--- src/hdl/lfd_pkg.sv ---
// Shared constants and types for the lidar frame deframer.
package lfd_pkg;

   // Frame header byte, sent twice at the start of every frame
   localparam logic [7:0] HDR_BYTE = 8'h59;

   // Index of the ninth (checksum) byte within a frame
   localparam logic [3:0] FRAME_LAST = 4'd8;

   // Frame byte indexes with special meaning
   localparam logic [3:0] POS_HUNT    = 4'd0;
   localparam logic [3:0] POS_HDR2    = 4'd1;
   localparam logic [3:0] POS_DIST_LO = 4'd2;
   localparam logic [3:0] POS_DIST_HI = 4'd3;
   localparam logic [3:0] POS_STR_LO  = 4'd4;
   localparam logic [3:0] POS_STR_HI  = 4'd5;
   localparam logic [3:0] POS_SPARE0  = 4'd6;
   localparam logic [3:0] POS_SPARE1  = 4'd7;

   typedef logic [3:0] frame_pos_type;

endpackage : lfd_pkg

--- src/hdl/lidar_frame_deframer_top.sv ---
// Top level of the lidar frame deframer: byte stream in, measurement stream out.
//
// Usage:
//   req_* carries received sensor bytes, one per transaction, in req_tdata.
//   The block hunts for two 0x59 header bytes, collects seven more bytes and
//   on the ninth byte of a frame issues one rsp_* transaction holding the
//   distance (bytes 2-3) and strength (bytes 4-5), little endian, with
//   rsp_tuser high when the ninth byte equals the 8-bit sum of bytes 0 to 7.
//   A bad second header byte drops the frame and hunting starts over.
// Output: the result is registered and appears on rsp_* in the cycle after the ninth byte is taken.
// Throughput: one byte per cycle while no result is held back by rsp_tready;
//   the frame counter, sum and capture registers update on each accepted byte,
//   and the result register is the only storage between the two sides.
// Reset: synchronous, active high; clears the frame position and the result
//   valid, so the block starts hunting for a header with no result pending.
// Stall: while a result waits on a low rsp_tready, req_tready drops so no new
//   byte is taken; when the result is taken in the same cycle, a new byte is
//   accepted alongside it.
module lidar_frame_deframer_top (
   input  logic        clock,
   input  logic        reset,
   // byte input channel
   input  logic        req_tvalid,
   output logic        req_tready,
   input  logic [7:0]  req_tdata,   // [7:0] rx_byte
   // measurement result channel
   output logic        rsp_tvalid,
   input  logic        rsp_tready,
   output logic [31:0] rsp_tdata,   // [15:0] distance, [31:16] strength
   output logic [0:0]  rsp_tuser    // [0] checksum_ok
);

   lfd_pkg::frame_pos_type pos_ff, pos_in;
   logic [7:0]  sum_ff, sum_in;
   logic [15:0] dist_ff, dist_in;
   logic [15:0] str_ff, str_in;

   logic        rsp_valid_ff, rsp_valid_in;
   logic [15:0] rsp_dist_ff, rsp_dist_in;
   logic [15:0] rsp_str_ff, rsp_str_in;
   logic        rsp_ok_ff, rsp_ok_in;

   logic        req_fire;
   lfd_pkg::frame_pos_type pos_cur;

   // Take a byte whenever the result register is empty or being drained
   assign req_tready = !rsp_valid_ff || rsp_tready;
   assign req_fire   = req_tvalid && req_tready;

   // Out-of-range positions behave as hunting
   assign pos_cur = (pos_ff > lfd_pkg::FRAME_LAST) ? lfd_pkg::POS_HUNT : pos_ff;

   // Frame tracking and result formation
   always_comb begin
      pos_in       = pos_ff;
      sum_in       = sum_ff;
      dist_in      = dist_ff;
      str_in       = str_ff;
      rsp_valid_in = rsp_valid_ff && !rsp_tready;
      rsp_dist_in  = rsp_dist_ff;
      rsp_str_in   = rsp_str_ff;
      rsp_ok_in    = rsp_ok_ff;
      if (req_fire) begin
         pos_in = pos_cur;
         case (pos_cur)
            lfd_pkg::POS_HUNT: begin
               if (req_tdata == lfd_pkg::HDR_BYTE) begin
                  sum_in  = req_tdata;
                  dist_in = '0;
                  str_in  = '0;
                  pos_in  = lfd_pkg::POS_HDR2;
               end
            end
            lfd_pkg::POS_HDR2: begin
               if (req_tdata == lfd_pkg::HDR_BYTE) begin
                  sum_in = sum_ff + req_tdata;
                  pos_in = lfd_pkg::POS_DIST_LO;
               end else begin
                  pos_in = lfd_pkg::POS_HUNT;
               end
            end
            lfd_pkg::POS_DIST_LO: begin
               dist_in = {dist_ff[15:8], req_tdata};
               sum_in  = sum_ff + req_tdata;
               pos_in  = lfd_pkg::POS_DIST_HI;
            end
            lfd_pkg::POS_DIST_HI: begin
               dist_in = {req_tdata, dist_ff[7:0]};
               sum_in  = sum_ff + req_tdata;
               pos_in  = lfd_pkg::POS_STR_LO;
            end
            lfd_pkg::POS_STR_LO: begin
               str_in = {str_ff[15:8], req_tdata};
               sum_in = sum_ff + req_tdata;
               pos_in = lfd_pkg::POS_STR_HI;
            end
            lfd_pkg::POS_STR_HI: begin
               str_in = {req_tdata, str_ff[7:0]};
               sum_in = sum_ff + req_tdata;
               pos_in = lfd_pkg::POS_SPARE0;
            end
            lfd_pkg::POS_SPARE0, lfd_pkg::POS_SPARE1: begin
               sum_in = sum_ff + req_tdata;
               pos_in = pos_cur + 4'd1;
            end
            default: begin
               // checksum byte: issue the measurement
               rsp_valid_in = 1'b1;
               rsp_dist_in  = dist_ff;
               rsp_str_in   = str_ff;
               rsp_ok_in    = (req_tdata == sum_ff);
               pos_in       = lfd_pkg::POS_HUNT;
            end
         endcase
      end
   end

   // Control registers
   always_ff @(posedge clock) begin
      if (reset) begin
         pos_ff       <= lfd_pkg::POS_HUNT;
         sum_ff       <= '0;
         dist_ff      <= '0;
         str_ff       <= '0;
         rsp_valid_ff <= 1'b0;
      end else begin
         pos_ff       <= pos_in;
         sum_ff       <= sum_in;
         dist_ff      <= dist_in;
         str_ff       <= str_in;
         rsp_valid_ff <= rsp_valid_in;
      end
   end

   // Result payload register
   always_ff @(posedge clock) begin
      rsp_dist_ff <= rsp_dist_in;
      rsp_str_ff  <= rsp_str_in;
      rsp_ok_ff   <= rsp_ok_in;
   end

   assign rsp_tvalid   = rsp_valid_ff;
   assign rsp_tdata    = {rsp_str_ff, rsp_dist_ff};
   assign rsp_tuser[0] = rsp_ok_ff;

   // The checksum byte always produces a result next cycle
   a_last_gives_rsp: assert property (@(posedge clock) disable iff (reset)
      (req_fire && pos_cur == lfd_pkg::FRAME_LAST) |=> rsp_valid_ff)
      else $error("checksum byte did not produce a result");

   // A result appears only after a checksum byte was accepted
   a_rsp_from_last: assert property (@(posedge clock) disable iff (reset)
      $rose(rsp_valid_ff) |-> $past(req_fire && pos_cur == lfd_pkg::FRAME_LAST))
      else $error("result raised without a checksum byte");

   // Frame position stays within the frame
   a_pos_range: assert property (@(posedge clock) disable iff (reset)
      pos_ff <= lfd_pkg::FRAME_LAST)
      else $error("frame position out of range");

   // A non-header byte while hunting keeps the block hunting
   a_hunt_stays: assert property (@(posedge clock) disable iff (reset)
      (req_fire && pos_cur == lfd_pkg::POS_HUNT && req_tdata != lfd_pkg::HDR_BYTE)
      |=> pos_ff == lfd_pkg::POS_HUNT)
      else $error("left hunting on a non-header byte");

endmodule : lidar_frame_deframer_top
--- config.mk ---
export PLATFORM = sky130hd
export DESIGN_NAME = lidar_frame_deframer_top
export DESIGN_NICKNAME = d
export VERILOG_FILES = /design/src/hdl/lfd_pkg.sv /design/src/hdl/lidar_frame_deframer_top.sv
export SDC_FILE = /design/constraint.sdc
export NUM_CORES = 1
export LEC_CHECK = 0
export BUFFER_PORTS_ARGS = -buffer_cell sky130_fd_sc_hd__clkbuf_2
export CORE_MARGIN = 2
export CORE_UTILIZATION = 46
export DETAILED_ROUTE_END_ITERATION = 10
export PLACE_DENSITY_LB_ADDON = 0.1
export SLEW_MARGIN = 20
export SYNTH_ARGS = -nofsm -noshare
export SYNTH_HDL_FRONTEND = slang
export SYNTH_SLANG_ARGS = --single-unit
--- constraint.sdc ---
create_clock -name clock -period 2.6 [get_ports clock]
set_clock_uncertainty 0.05 [all_clocks]
set_input_delay 0.39 -clock clock [delete_from_list [all_inputs] [get_ports clock]]
set_output_delay 0.39 -clock clock [all_outputs]
set_load 0.02 [all_outputs]
Word-level counts from Yosys, hierarchy flattened
Cells that the tools add are included.
{"block": "word_totals", "input_bits": 12, "reg_bits": 78, "elab_cells": 61, "out_inout_bits": 35}
{"block": "op_classes", "n_bitwise": 5, "n_lt_le_gt_ge": 1, "muxes": 12, "n_eq_ne": 11, "n_addsub": 2, "reduce_logical": 20}
{"op": "16-bit case mux with 3 select lines", "n": 2}
{"op": "4-bit case mux with 7 select lines", "n": 1}
{"op": "8-bit case mux with 3 select lines", "n": 1}
{"op": "4-bit AND reduction", "n": 5}
{"op": "4-bit by 3-bit == test with 1-bit output (second input constant)", "n": 4}
{"op": "16-bit 2-to-1 mux", "n": 1}
{"op": "8-bit 2-to-1 mux", "n": 2}
{"op": "8-bit adder", "n": 1}
{"op": "4-bit by 2-bit == test with 1-bit output (second input constant)", "n": 2}
{"op": "8-bit by 7-bit == test with 1-bit output (second input constant)", "n": 1}
{"op": "8-bit == test", "n": 1}
{"op": "4-bit 2-to-1 mux", "n": 2}
{"op": "2-bit nonzero test", "n": 4}
{"op": "8-bit OR reduction", "n": 1}
{"op": "6-bit OR reduction", "n": 1}
{"op": "1-bit NOT", "n": 5}
{"op": "4-bit by 1-bit adder with 4-bit output (second input constant)", "n": 1}
{"op": "4-bit by 1-bit == test with 1-bit output (second input constant)", "n": 1}
{"op": "4-bit greater-than comparator (second input constant)", "n": 1}
{"op": "4-bit zero test", "n": 1}
{"op": "2-bit inequality test (second input constant)", "n": 2}
{"op": "3-bit nonzero test", "n": 1}
{"op": "1-bit logical AND", "n": 2}
{"op": "1-bit zero test", "n": 2}
{"op": "other kinds (5)", "n": 6}

Logic depth before layout (Yosys ltp)
Gate-level depths: netlist (run 1).
{"block": "logic_depth", "word_depth": 6, "ltp_mapped": 9, "depth_no_buf": 8}

Worst setup path before layout (run 1)
OpenSTA, ideal clock, no wires.
{"block": "synth_timing", "path_type": "in2reg", "start": "in rsp_tready", "end": "reg rsp_dist_ff[0] (enable)", "stages": 5, "n_path_buf": 1, "slack_ns": 0.179, "setup_time_ns": 0.388, "required_ns": 2.162, "arrival_ns": 1.983, "cell_sequence": "nand2b_1 and2_0 clkbuf_1 nand2_1 inv_1"}
{"block": "synth_via", "elab_chain_cells": 3}
{"item": "from (decl)", "line": "lidar_frame_deframer_top.sv:28", "text": "input logic rsp_tready,"}
{"item": "1-bit logical OR", "line": "lidar_frame_deframer_top.sv:47", "text": "assign req_tready = !rsp_valid_ff || rsp_tready;"}
{"item": "1-bit logical AND", "line": "lidar_frame_deframer_top.sv:48", "text": "assign req_fire = req_tvalid && req_tready;"}
{"item": "2-bit AND reduction (no line)"}
{"item": "to (signal assigned)", "line": "lidar_frame_deframer_top.sv:137", "text": "rsp_dist_ff <= rsp_dist_in;"}
{"item": "to (decl)", "line": "lidar_frame_deframer_top.sv:39", "text": "logic [15:0] rsp_dist_ff, rsp_dist_in;"}
No other way between the ends.
A chain may end at the register's enable or synchronous reset.

Worst setup path after layout (run 1)
{"block": "layout_timing", "start": "reg pos_ff[3]", "end": "reg sum_ff[7]"}
{"block": "layout_via", "elab_chain_cells": 6, "word_cells_on_any_way": 16, "classes_between": "order compare (1); eq/ne (9); mux (2); reduce/logical (4)"}
{"item": "from (decl)", "line": "lidar_frame_deframer_top.sv:33", "text": "lfd_pkg::frame_pos_type pos_ff, pos_in;"}
{"item": "from (signal assigned)", "line": "lidar_frame_deframer_top.sv:121", "text": "pos_ff <= lfd_pkg::POS_HUNT;"}
{"item": "from (signal assigned)", "line": "lidar_frame_deframer_top.sv:127", "text": "pos_ff <= pos_in;"}
{"item": "4-bit greater-than comparator", "line": "lidar_frame_deframer_top.sv:51", "text": "assign pos_cur = (pos_ff > lfd_pkg::FRAME_LAST) ? lfd_pkg::POS_HUNT : pos_ff;"}
{"item": "4-bit 2-to-1 mux (*)", "line": "lidar_frame_deframer_top.sv:51"}
{"item": "4-bit by 3-bit == test with 1-bit output / 4-bit by 2-bit == test with 1-bit output (equally long branches)", "line": "lidar_frame_deframer_top.sv:65", "text": "case (pos_cur)"}
{"item": "6-bit OR reduction (no line)"}
{"item": "3-bit nonzero test (no line)"}
{"item": "4-bit AND reduction (no line)"}
{"item": "to (signal assigned)", "line": "lidar_frame_deframer_top.sv:128", "text": "sum_ff <= sum_in;"}
{"item": "to (decl)", "line": "lidar_frame_deframer_top.sv:34", "text": "logic [7:0] sum_ff, sum_in;"}
Mark *: on every way between the ends. The rest lies on a longest branch, timed or not.

==> metrics.yaml, run 1 <==
ir_drop_v: 0.0002269
grt_util_all_layers: 0.2034
clock.fmax_ghz: 0.4289
post_drt_wl_per_cell_um: 16.01
pin_count: 47
dieWidth_um: 91.74
clock_latency_ns: 0.35
final_cell_mix: "46 x clkbuf_2, 45 x dfxtp_1, 40 x a21oi_1"
powerDensity_mw_per_mm2: 566.1
tns_ns: 0
grt_antenna_before_repair: 0
clock_sinks: 78
setup_viol: 0
wl_mm: 8.103
drive_gt1_frac: 0.2334
hold_viol_final: 0
yosysWarnings: 0
initial_core_util: 0.4805
dp_hpwl_mm: 5.457
slew_headroom: 0.5991
drt_iter0_drc: 97
diodes: 0
min_period_over_period: 0.8967
layout_commonest_cell: "clkbuf_2"
grt_pass1_vias: 2620
synthesis.area_mm2: 0.003541
gr-total-overflow: 0
clockBufferDepth: 2
yosysSeqAreaShare: 0.5343
intPower_mw: 1.735
switchingPower_mw: 0.6248
io_buffers: 46
synth_top_cell_by_area: "edfxtp_1"
grt_pass1_wl_mm: 13.37
core_mm2: 0.007370
leakagePower_nw: 1.510
synth_cell_type_count: 50
placed_cell_area_mm2: 0.003991
ff_latch_area_mm2: 0.001892
cts_buffers: 9
synth-main-ff-cell: "dfxtp_1"
die_h_um: 91.74
netlist_instances: 340
ant_nets: 0
nNetsFinal: 426
yosys.area.top_type_share: 0.2799
synth-seq-cells: 78
path_clk_slew_ns: 0.08
syn_nets: 364
start_kind: "flop"
crit_path_max_fanout: 11
syn_area_per_cell_um2: 10.41
grt_setup_unrepaired: "no"
htree_levels: 3
synth-async-reset-ratio: 0
area_growth_pct: 17.74
worst_pin_slew_ns: 0.6007
design.die.area_mm2: 0.008415
fin_area_mm2: 0.004169
tritoncts: "yes"
arrival_ns: 2.49
end_kind: "flop"
via_per_inst: 5.530
num_rows: 31
critical_path_required_ns: 2.76
synth_area_leaders: "edfxtp_1 28%, dfxtp_1 25%, a21oi_1 5.7%"
multiInputGateArea_mm2: 0.001535
status: "complete, no violations"
utilization: 0.5657
pwr-share-clk: 0.333
hp-class: "in2reg"
globalplace.congestion: 0.8986
swShare: 0.2647
critPathKind: "reg2reg"
drc: 0
dr.pass1.iters: 4
fin_crit_ns: 2.331
grt_max_degree: 25
pwr-share-seq: 0.548
nFillCells: 692
maxSlewViolCount: 0
drv_cap: 0
synth_edf_count: 33
combPwrFrac: 0.120
root_buffer: "clkbuf_8"
num_vias: 2798
## stage by stage
step / power [mW] / setup WS, ns / cells / hold slack [ns]
2_1_floorplan: 1.505 / 0.1791 / 340 / 0.3519
3_3_place_gp: 1.592 / 0.2167 / 490 / 0.3641
3_5_place_dp: 1.596 / 0.1153 / 490 / 0.3637
4_1_cts: 2.381 / 0.09534 / 506 / 0.3369
5_1_grt: 2.483 / 0.05163 / 506 / 0.3533
6_report: 2.360 / 0.2686 / 506 / 0.3561
## power groups by stage
stage | Clock [mW] | Combinational, mW | Sequential [mW]
2_1_floorplan | 0 | 0.188 | 1.32
3_3_place_gp | 0 | 0.272 | 1.32
3_5_place_dp | 0 | 0.276 | 1.32
4_1_cts | 0.812 | 0.277 | 1.29
5_1_grt | 0.874 | 0.315 | 1.30
6_report | 0.785 | 0.283 | 1.29
## routing by layer
layer,part of all wire,vias to the layer above,global-route usage
met5,0,-,0
met4,0.011,0,0.07463
met3,0.053,7,0.03944
met2,0.44,85,0.2923
met1,0.49,1312,0.3033
li1,-,1394,-
## flip-flops by register name, indices dropped and copies added (netlist names)
signal and flops:
dist_ff 16, rsp_tvalid 1, str_ff 16, pos_ff 4, rsp_dist_ff 16, sum_ff 8, rsp_tuser 1, rsp_str_ff 16
## logic make-up (layout without fill, tap and decap cells)
logic type | count (synthesis) | after routing | share of synthesized area
multiplexers | 3 | 3 | 0.008834
AND/OR/NAND/NOR | 129 | 129 | 0.2113
AO/OA/AOI/OAI | 86 | 86 | 0.1608
flip-flops | 78 | 78 | 0.5343
buffers and inverters | 30 | 97 | 0.03534
adder cells (fa/ha/maj) | 12 | 12 | 0.04452
XOR/XNOR | 2 | 2 | 0.004948
## path summary, 6_finish.rpt
path | slack, ns | endpoint | cells after the start | start
hold reg to reg | 0.38 | rsp_str_ff[2] | 0 | str_ff[2]
hold / removal | 0.36 | sum_ff[3] | 3 | req_tdata[3]
setup / recovery | 0.27 | sum_ff[7] | 9 | pos_ff[3]
setup reg to reg | 0.27 | sum_ff[7] | 9 | pos_ff[3]
## repair_timing
action	in CTS	in global routing
hold endpoints to repair	0	0
hold buffers	0	0
endpoints found under the setup margin	0	8
resized for setup	0	3
setup buffers	0	0
## worst max-delay path, stage by stage, from the launching register on
cell and delay (ns):
dfxtp_1 0.44, nand2b_1 0.24, inv_1 0.09, ha_1 0.33
nor3_2 0.29, a2bb2oi_1 0.19, buf_4 0.21, nor4_1 0.06
mux2i_1 0.16, a41oi_1 0.12
## final cells by class
type,count,share of cell area
flip-flops and latches,78,0.4538
multi-input cells,232,0.3682
repair buffers,70,0.09844
clock buffers,11,0.03151
well taps,99,0.02971
inverters,11,0.009904
clock inverters,5,0.008403
## cell usage after synthesis (2+ instances only)
master and number:
a2111oi_4 2, a211oi_1 5, a21o_1 3, a21oi_1 40, a221oi_1 2, a311oi_1 5, a41oi_1 3, and3_1 2
buf_2 4, buf_4 2, clkbuf_1 13, dfxtp_1 45, edfxtp_1 33, ha_1 11, inv_1 11, mux2i_1 2
nand2_1 24, nand2b_1 24, nand3_1 13, nand3b_1 2, nand4_1 16, nand4b_1 8, nor2_1 17, nor2b_1 4
nor3_1 5, nor4_1 3, o21ai_0 9, o21ai_1 7, o21bai_1 2, or2_2 2, xnor2_1 2
Power figures use the tool's default switching activity.
==> inputs of run 2 (changes only) <==
CORE_UTILIZATION = 57   (was 46)
==> run 2 against run 1 <==
Effect of this change: global-route usage up 3.0 points; worst hold slack improved by 0.011 ns; largest power group unchanged; critical path depth fell by 1; sequential share of layout area rose by 0.055 points; combinational power decreased by 2%; final cell count decreased by 5.3%; non-clock buffer count shrank 3; sequential power hardly changed; utilization rose by 13 points; maximum frequency is 1.3% higher; register-to-register slack improved by 0.03 ns; routed wire length fell by 4.1%.
==> metrics.yaml, run 2 (synthesized netlist as in run 1, its figures left out) <==
layout_commonest_cell: "clkbuf_2"
final_cell_mix: "46 x clkbuf_2, 45 x dfxtp_1, 40 x a21oi_1"
grt_antenna_before_repair: 0  # unchanged
crit_path_max_fanout: 8  # -3
cts_buffers: 9  # unchanged
grt_pass1_vias: 2566  # -2.1%
tritoncts: "yes"
design.die.area_mm2: 0.006858  # -19%
critPathKind: "reg2reg"
clock_sinks: 78  # unchanged
nNetsFinal: 423  # -0.70%
hp-class: "in2reg"
end_kind: "flop"
max_stage_delay_ns: 0.48  # +0.04 ns
core_mm2: 0.005956  # -19%
crit_family: "compound AO/OA/AOI/OAI gates"
pin_count: 47  # unchanged
critical_path_required_ns: 2.82  # +0.06 ns
dr.pass1.iters: 4  # unchanged
r2r_slack_ns: 0.30  # +0.03 ns
critPathBufInv: 1  # -1
drive_gt1_frac: 0.2277  # -0.005692
path_clk_slew_ns: 0.07  # about the same
grt_max_degree: 28  # +12%
clockBufferDepth: 2  # unchanged
drc: 0  # unchanged
globalplace.congestion: 0.9552  # +6.3%
grt_setup_unrepaired: "no"
htree_levels: 3  # unchanged
powerDensity_mw_per_mm2: 619.1  # +9.4%
setup_viol: 0  # unchanged
via_per_inst: 5.906  # +6.8%
utilization: 0.6992  # +0.1335
cpMaxStageDelayCell: "o21bai_1"
fin_crit_ns: 2.302  # -0.02921 ns
dieWidth_um: 82.82  # -9.7%
worst_pin_slew_ns: 0.6040  # +0.003338 ns
fin_area_mm2: 0.004164  # -0.12%
tns_ns: 0  # unchanged
placed_cell_area_mm2: 0.003939  # -1.3%
nFillCells: 487  # -30%
arrival_ns: 2.52  # +0.03 ns
start_kind: "flop"
root_buffer: "clkbuf_8"
maxSlewViolCount: 0  # unchanged
initial_core_util: 0.5945  # +0.1141
num_rows: 28  # -9.7%
drt_iter0_drc: 161  # +66%
min_period_over_period: 0.8855  # -0.01123
hold_viol_final: 0  # unchanged
critical_path.cell_chain: "nand2b_1, inv_1, ha_1, nor3_1, o21bai_1, nand3b_1, mux2_2, a41oi_1"
leakagePower_nw: 1.526  # +1.0%
dp_slack_ns: 0.1107  # -0.004562 ns
fin_ws_ns: 0.2978  # +0.02921 ns
num_vias: 2829  # +1.1%
drv_cap: 0  # unchanged
gr-total-overflow: 0  # unchanged
ant_nets: 0  # unchanged
grt_util_all_layers: 0.2333  # +0.02991
whs_ns: 0.3672  # +0.01102 ns
io_buffers: 46  # unchanged
ir_drop_v: 0.0003821  # +68%
slew_headroom: 0.5969  # -0.002228
die_h_um: 82.82  # -9.7%
diodes: 0  # unchanged
clock_latency_ns: 0.35  # about the same
clock.fmax_ghz: 0.4344  # +1.3%
post_drt_wl_per_cell_um: 16.22  # +1.3%
wl_mm: 7.771  # -4.1%
dp_hpwl_mm: 5.113  # -6.3%
grt_pass1_wl_mm: 12.82  # -4.1%
status: "complete, no violations"
hold_buffers: 0  # unchanged
area_growth_pct: 17.60
-- run 2: cell count changes in the layout (fill, tap and decap cells not counted), sizes merged --
cell / before / now
bufinv: 0 / 2
buf: 24 / 21
clkinvlp: 3 / 1
-- run 2: layout make-up --
cell class / count / area, µm² / share of cell area
clock buffers: 11 / 141.4 / 0.03395
clock inverters: 5 / 81.33 / 0.01953
inverters: 11 / 41.29 / 0.009916
multi-input cells: 232 / 1526 / 0.3666
flip-flops and latches: 78 / 1892 / 0.4543
well taps: 75 / 93.84 / 0.02254
repair buffers: 67 / 387.9 / 0.09315
-- run 2: repair_timing --
action,in CTS,in global routing
setup buffers,0,0
resized for setup,0,1
setup endpoints to repair,0,8
-- run 2: per-layer routing --
layer,share of wire,up-vias,GRT usage,wire (µm)
met5,0,-,0,0
li1,-,1388,-,-
met1,0.45,1324,0.3211,3479
met3,0.068,12,0.06859,528
met2,0.47,105,0.3519,3622
met4,0.018,0,0.08495,140
-- run 2: stage by stage --
step / power [mW] / instances
CTS: 2.581 / 479
finish: 2.578 / 479
floorplan: 1.505 / 340
detailed placement: 1.591 / 463
global route: 2.677 / 479
global placement: 1.583 / 463
-- run 2: path summary, 6_finish.rpt --
path | cells past startpoint | startpoint | endpoint
worst min-delay path | 3 | rsp_tready | rsp_tvalid
worst min register to register | 0 | str_ff[8] | rsp_str_ff[8]
worst max-delay path | 8 | pos_ff[3] | sum_ff[7]
worst max register to register | 8 | pos_ff[3] | sum_ff[7]
-- run 2: worst reg2reg max path, stage by stage, from the launching register on --
cell      delay [ns]
dfxtp_1         0.36
nand2b_1        0.23
inv_1           0.13
ha_1            0.30
nor3_1          0.13
o21bai_1        0.48
nand3b_1        0.13
mux2_2          0.28
a41oi_1         0.14
-- run 2: report_power, final --
part	total [mW]	internal, mW	leakage, nW	switching, mW
combinational	0.278	0.105	0.745	0.172
clock	1.01	0.569	0.110	0.440
sequential	1.29	1.28	0.671	0.0123
==> inputs of run 3 (changes only) <==
ABC_AREA = 1   (was default)
CORE_UTILIZATION = 50   (was 57)
==> run 3 against run 2 <==
Effect of this change: synthesized area increased by 0.49%; utilization decreased by 9.5 points; first-iteration DRC count decreased by 32%; non-clock buffer count decreased by 19; count of clock-buffer cells in the layout unchanged; flip-flop and latch count unchanged; final cell count increased by 20%; register-to-register slack improved by 0.10 ns; die area increased by 14%; highest routed layer unchanged.
==> metrics.yaml, run 3 <==
status: "complete, no violations"
synth-main-ff-cell: "dfxtp_1"
worst_pin_slew_ns: 0.4298  # -0.1742 ns
synthesis.area_mm2: 0.003558  # +0.49%
via_per_inst: 4.853  # -18%
critPathKind: "reg2reg"
syn_area_per_cell_um2: 8.353  # -20%
synth-seq-cells: 78  # unchanged
clock_latency_ns: 0.34  # about the same
num_rows: 30  # +7.1%
use_met2: 0.3172  # -0.03475
synthMostInstantiatedCell: "nand2_1"
final_cell_mix: "113 x nand2_1, 58 x nor2_1, 46 x clkbuf_2"
arrival_ns: 2.39  # -0.13 ns
synth_top_cell_by_area: "edfxtp_1"
post-cts-setup-buffer-count: 0  # unchanged
dp_hpwl_mm: 5.172  # +1.2%
synth_top_family_by_area: "simple AND/OR/NAND/NOR gates"
synth-async-reset-ratio: 0  # unchanged
io_buffers: 46  # unchanged
root_buffer: "clkbuf_8"
grt_max_degree: 28  # unchanged
powerDensity_mw_per_mm2: 588.5  # -4.9%
wl_mm: 7.172  # -7.7%
diodes: 0  # unchanged
cts_resized: 0  # unchanged
layout_commonest_cell: "nand2_1"
ys_top_cells_by_count: "113 x nand2_1, 59 x nor2_1, 45 x dfxtp_1, 42 x inv_1, 33 x edfxtp_1"
path_clk_slew_ns: 0.07  # about the same
synth_cell_type_count: 29  # -42%
start_kind: "flop"
synthSimpleGateAreaFrac: 0.2676  # +0.05627
synth_xor_area_frac: 0.009845  # +0.004898
gr-total-overflow: 0  # unchanged
clock.fmax_ghz: 0.4545  # +4.6%
cts_buffers: 9  # unchanged
swShare: 0.2036  # -0.03865
critical_path_required_ns: 2.79  # -0.03 ns
pwr-share-clk: 0.441  # +0.050
grt_pass1_wl_mm: 11.60  # -9.5%
pwr-share-seq: 0.522  # +0.021
hold_buffers: 0  # unchanged
use_met3: 0.03172  # -0.03687
drc: 0  # unchanged
crit_path_max_fanout: 12  # +4
htree_levels: 3  # unchanged
tritoncts: "yes"
initial_core_util: 0.5209  # -0.07366
hp-class: "in2reg"
ant_nets: 0  # unchanged
die_h_um: 88.36  # +6.7%
leakagePower_nw: 1.802  # +18%
syn_nets: 450  # +24%
netlist_instances: 426  # +25%
fin_crit_ns: 2.200  # -0.1021 ns
drt_iter0_drc: 110  # -32%
intPower_mw: 1.935  # -0.97%
combPwrFrac: 0.037  # -0.071
clock_sinks: 78  # unchanged
switchingPower_mw: 0.4947  # -21%
grt_pass1_vias: 2478  # -3.4%
dr.pass1.iters: 4  # unchanged
slew_headroom: 0.7117  # +0.1148
met1_usage: 0.2598  # -0.06134
yosys.area.top_type_share: 0.2785  # -0.001378
drv_cap: 0  # unchanged
drive_gt1_frac: 0.1830  # -0.04477
dieWidth_um: 88.36  # +6.7%
synth-compound-area-share: 0.07982  # -0.08096
end_kind: "flop"
hold_viol_final: 0  # unchanged
min_period_over_period: 0.8462  # -0.03929
grt-busiest-layer: "met2"
synth_area_leaders: "edfxtp_1 28%, dfxtp_1 25%, nand2_1 12%"
globalplace.congestion: 0.9242  # -3.2%
num_vias: 2800  # -1.0%
grt_setup_unrepaired: "no"
design.die.area_mm2: 0.007807  # +14%
synthMuxAreaShare: 0  # -0.008834
yosysWarnings: 0  # unchanged
area_growth_pct: 16.00
clockBufferDepth: 2  # unchanged
synthAdderAreaFrac: 0.04430  # -0.0002192
grt_util_all_layers: 0.1960  # -0.03726
grt_antenna_before_repair: 0  # unchanged
post_drt_wl_per_cell_um: 12.43  # -23%
setup_viol: 0  # unchanged
synth_edf_count: 33  # unchanged
nNetsFinal: 500  # +18%
ir_drop_v: 0.0004288  # +12%
maxSlewViolCount: 0  # unchanged
power_mw: 2.429  # -5.8%
yosysSeqAreaShare: 0.5316  # -0.002630
tns_ns: 0  # unchanged
core_mm2: 0.006832  # +15%
pin_count: 47  # unchanged
run 3: cell count changes after synthesis, sizes merged, moves of 4 or more:
cell,before,now
a211oi,6,0
a21oi,40,24
a311oi,5,0
clkbuf,13,4
inv,11,48
nand2,24,118
nand2b,24,0
nand3,14,28
nand4,16,4
nand4b,8,0
nor2,17,66
nor2b,4,0
o21ai,16,30
run 3: logic make-up after synthesis:
kind of cell    Yosys count
simple gates            219
flops                    78
buf+inv                  58
compound gates           55
fa+ha+maj                12
xor+xnor                  4
run 3: worst paths after layout:
path              slack (ns)       endpoint        from  depth (start not counted)
hold reg to reg         0.37  rsp_str_ff[2]   str_ff[2]                          0
hold / removal          0.31     rsp_tvalid  rsp_tready                          4
setup reg to reg        0.40      sum_ff[2]   pos_ff[3]                         12
setup / recovery        0.40      sum_ff[2]   pos_ff[3]                         12
run 3: power groups by stage:
stage | Sequential, mW | Combinational (mW) | Clock (mW)
CTS | 1.27 | 0.0903 | 1.09
global placement | 1.30 | 0.0890 | 0
finish | 1.27 | 0.0898 | 1.07
global route | 1.27 | 0.100 | 1.15
detailed placement | 1.30 | 0.0896 | 0
floorplan | 1.30 | 0.0525 | 0
run 3: per-stage QoR:
step	hold slack, ns	setup slack, ns	utilization	std cells	instance area (µm²)
5_1_grt	0.3207	0.1365	0.6042	577	4128
3_5_place_dp	0.3630	0.4377	0.5694	561	3890
4_1_cts	0.2929	0.4146	0.6042	577	4128
2_1_floorplan	0.3519	0.4240	-	426	3561
3_3_place_gp	0.3665	0.5186	0.5694	561	3890
6_report	0.3121	0.4000	0.6042	577	4128
run 3: cell type report:
class	instances	area, µm²
Fill cell	652	2704
Sequential cell	78	1892
Timing Repair Buffer	48	257.7
Clock inverter	5	106.4
Tap cell	96	120.1
Clock buffer	11	131.4
Inverter	49	183.9
Multi-Input combinational cell	290	1436
run 3: worst max-delay path: stages (launching register included):
cell and delay, ns:
dfxtp_1 0.41, inv_2 0.08, nand2_1 0.11, inv_1 0.10, ha_1 0.24, o21ai_0 0.31, nand2_1 0.09, inv_1 0.11
nand2_1 0.24, nand2_1 0.13, nand2_1 0.06, o21ai_1 0.14, inv_1 0.05
run 3: metal layers:
metal,share of wire,routed length [µm]
met4,0.022,155
met5,0,0
met3,0.038,275
met2,0.46,3309
met1,0.48,3432
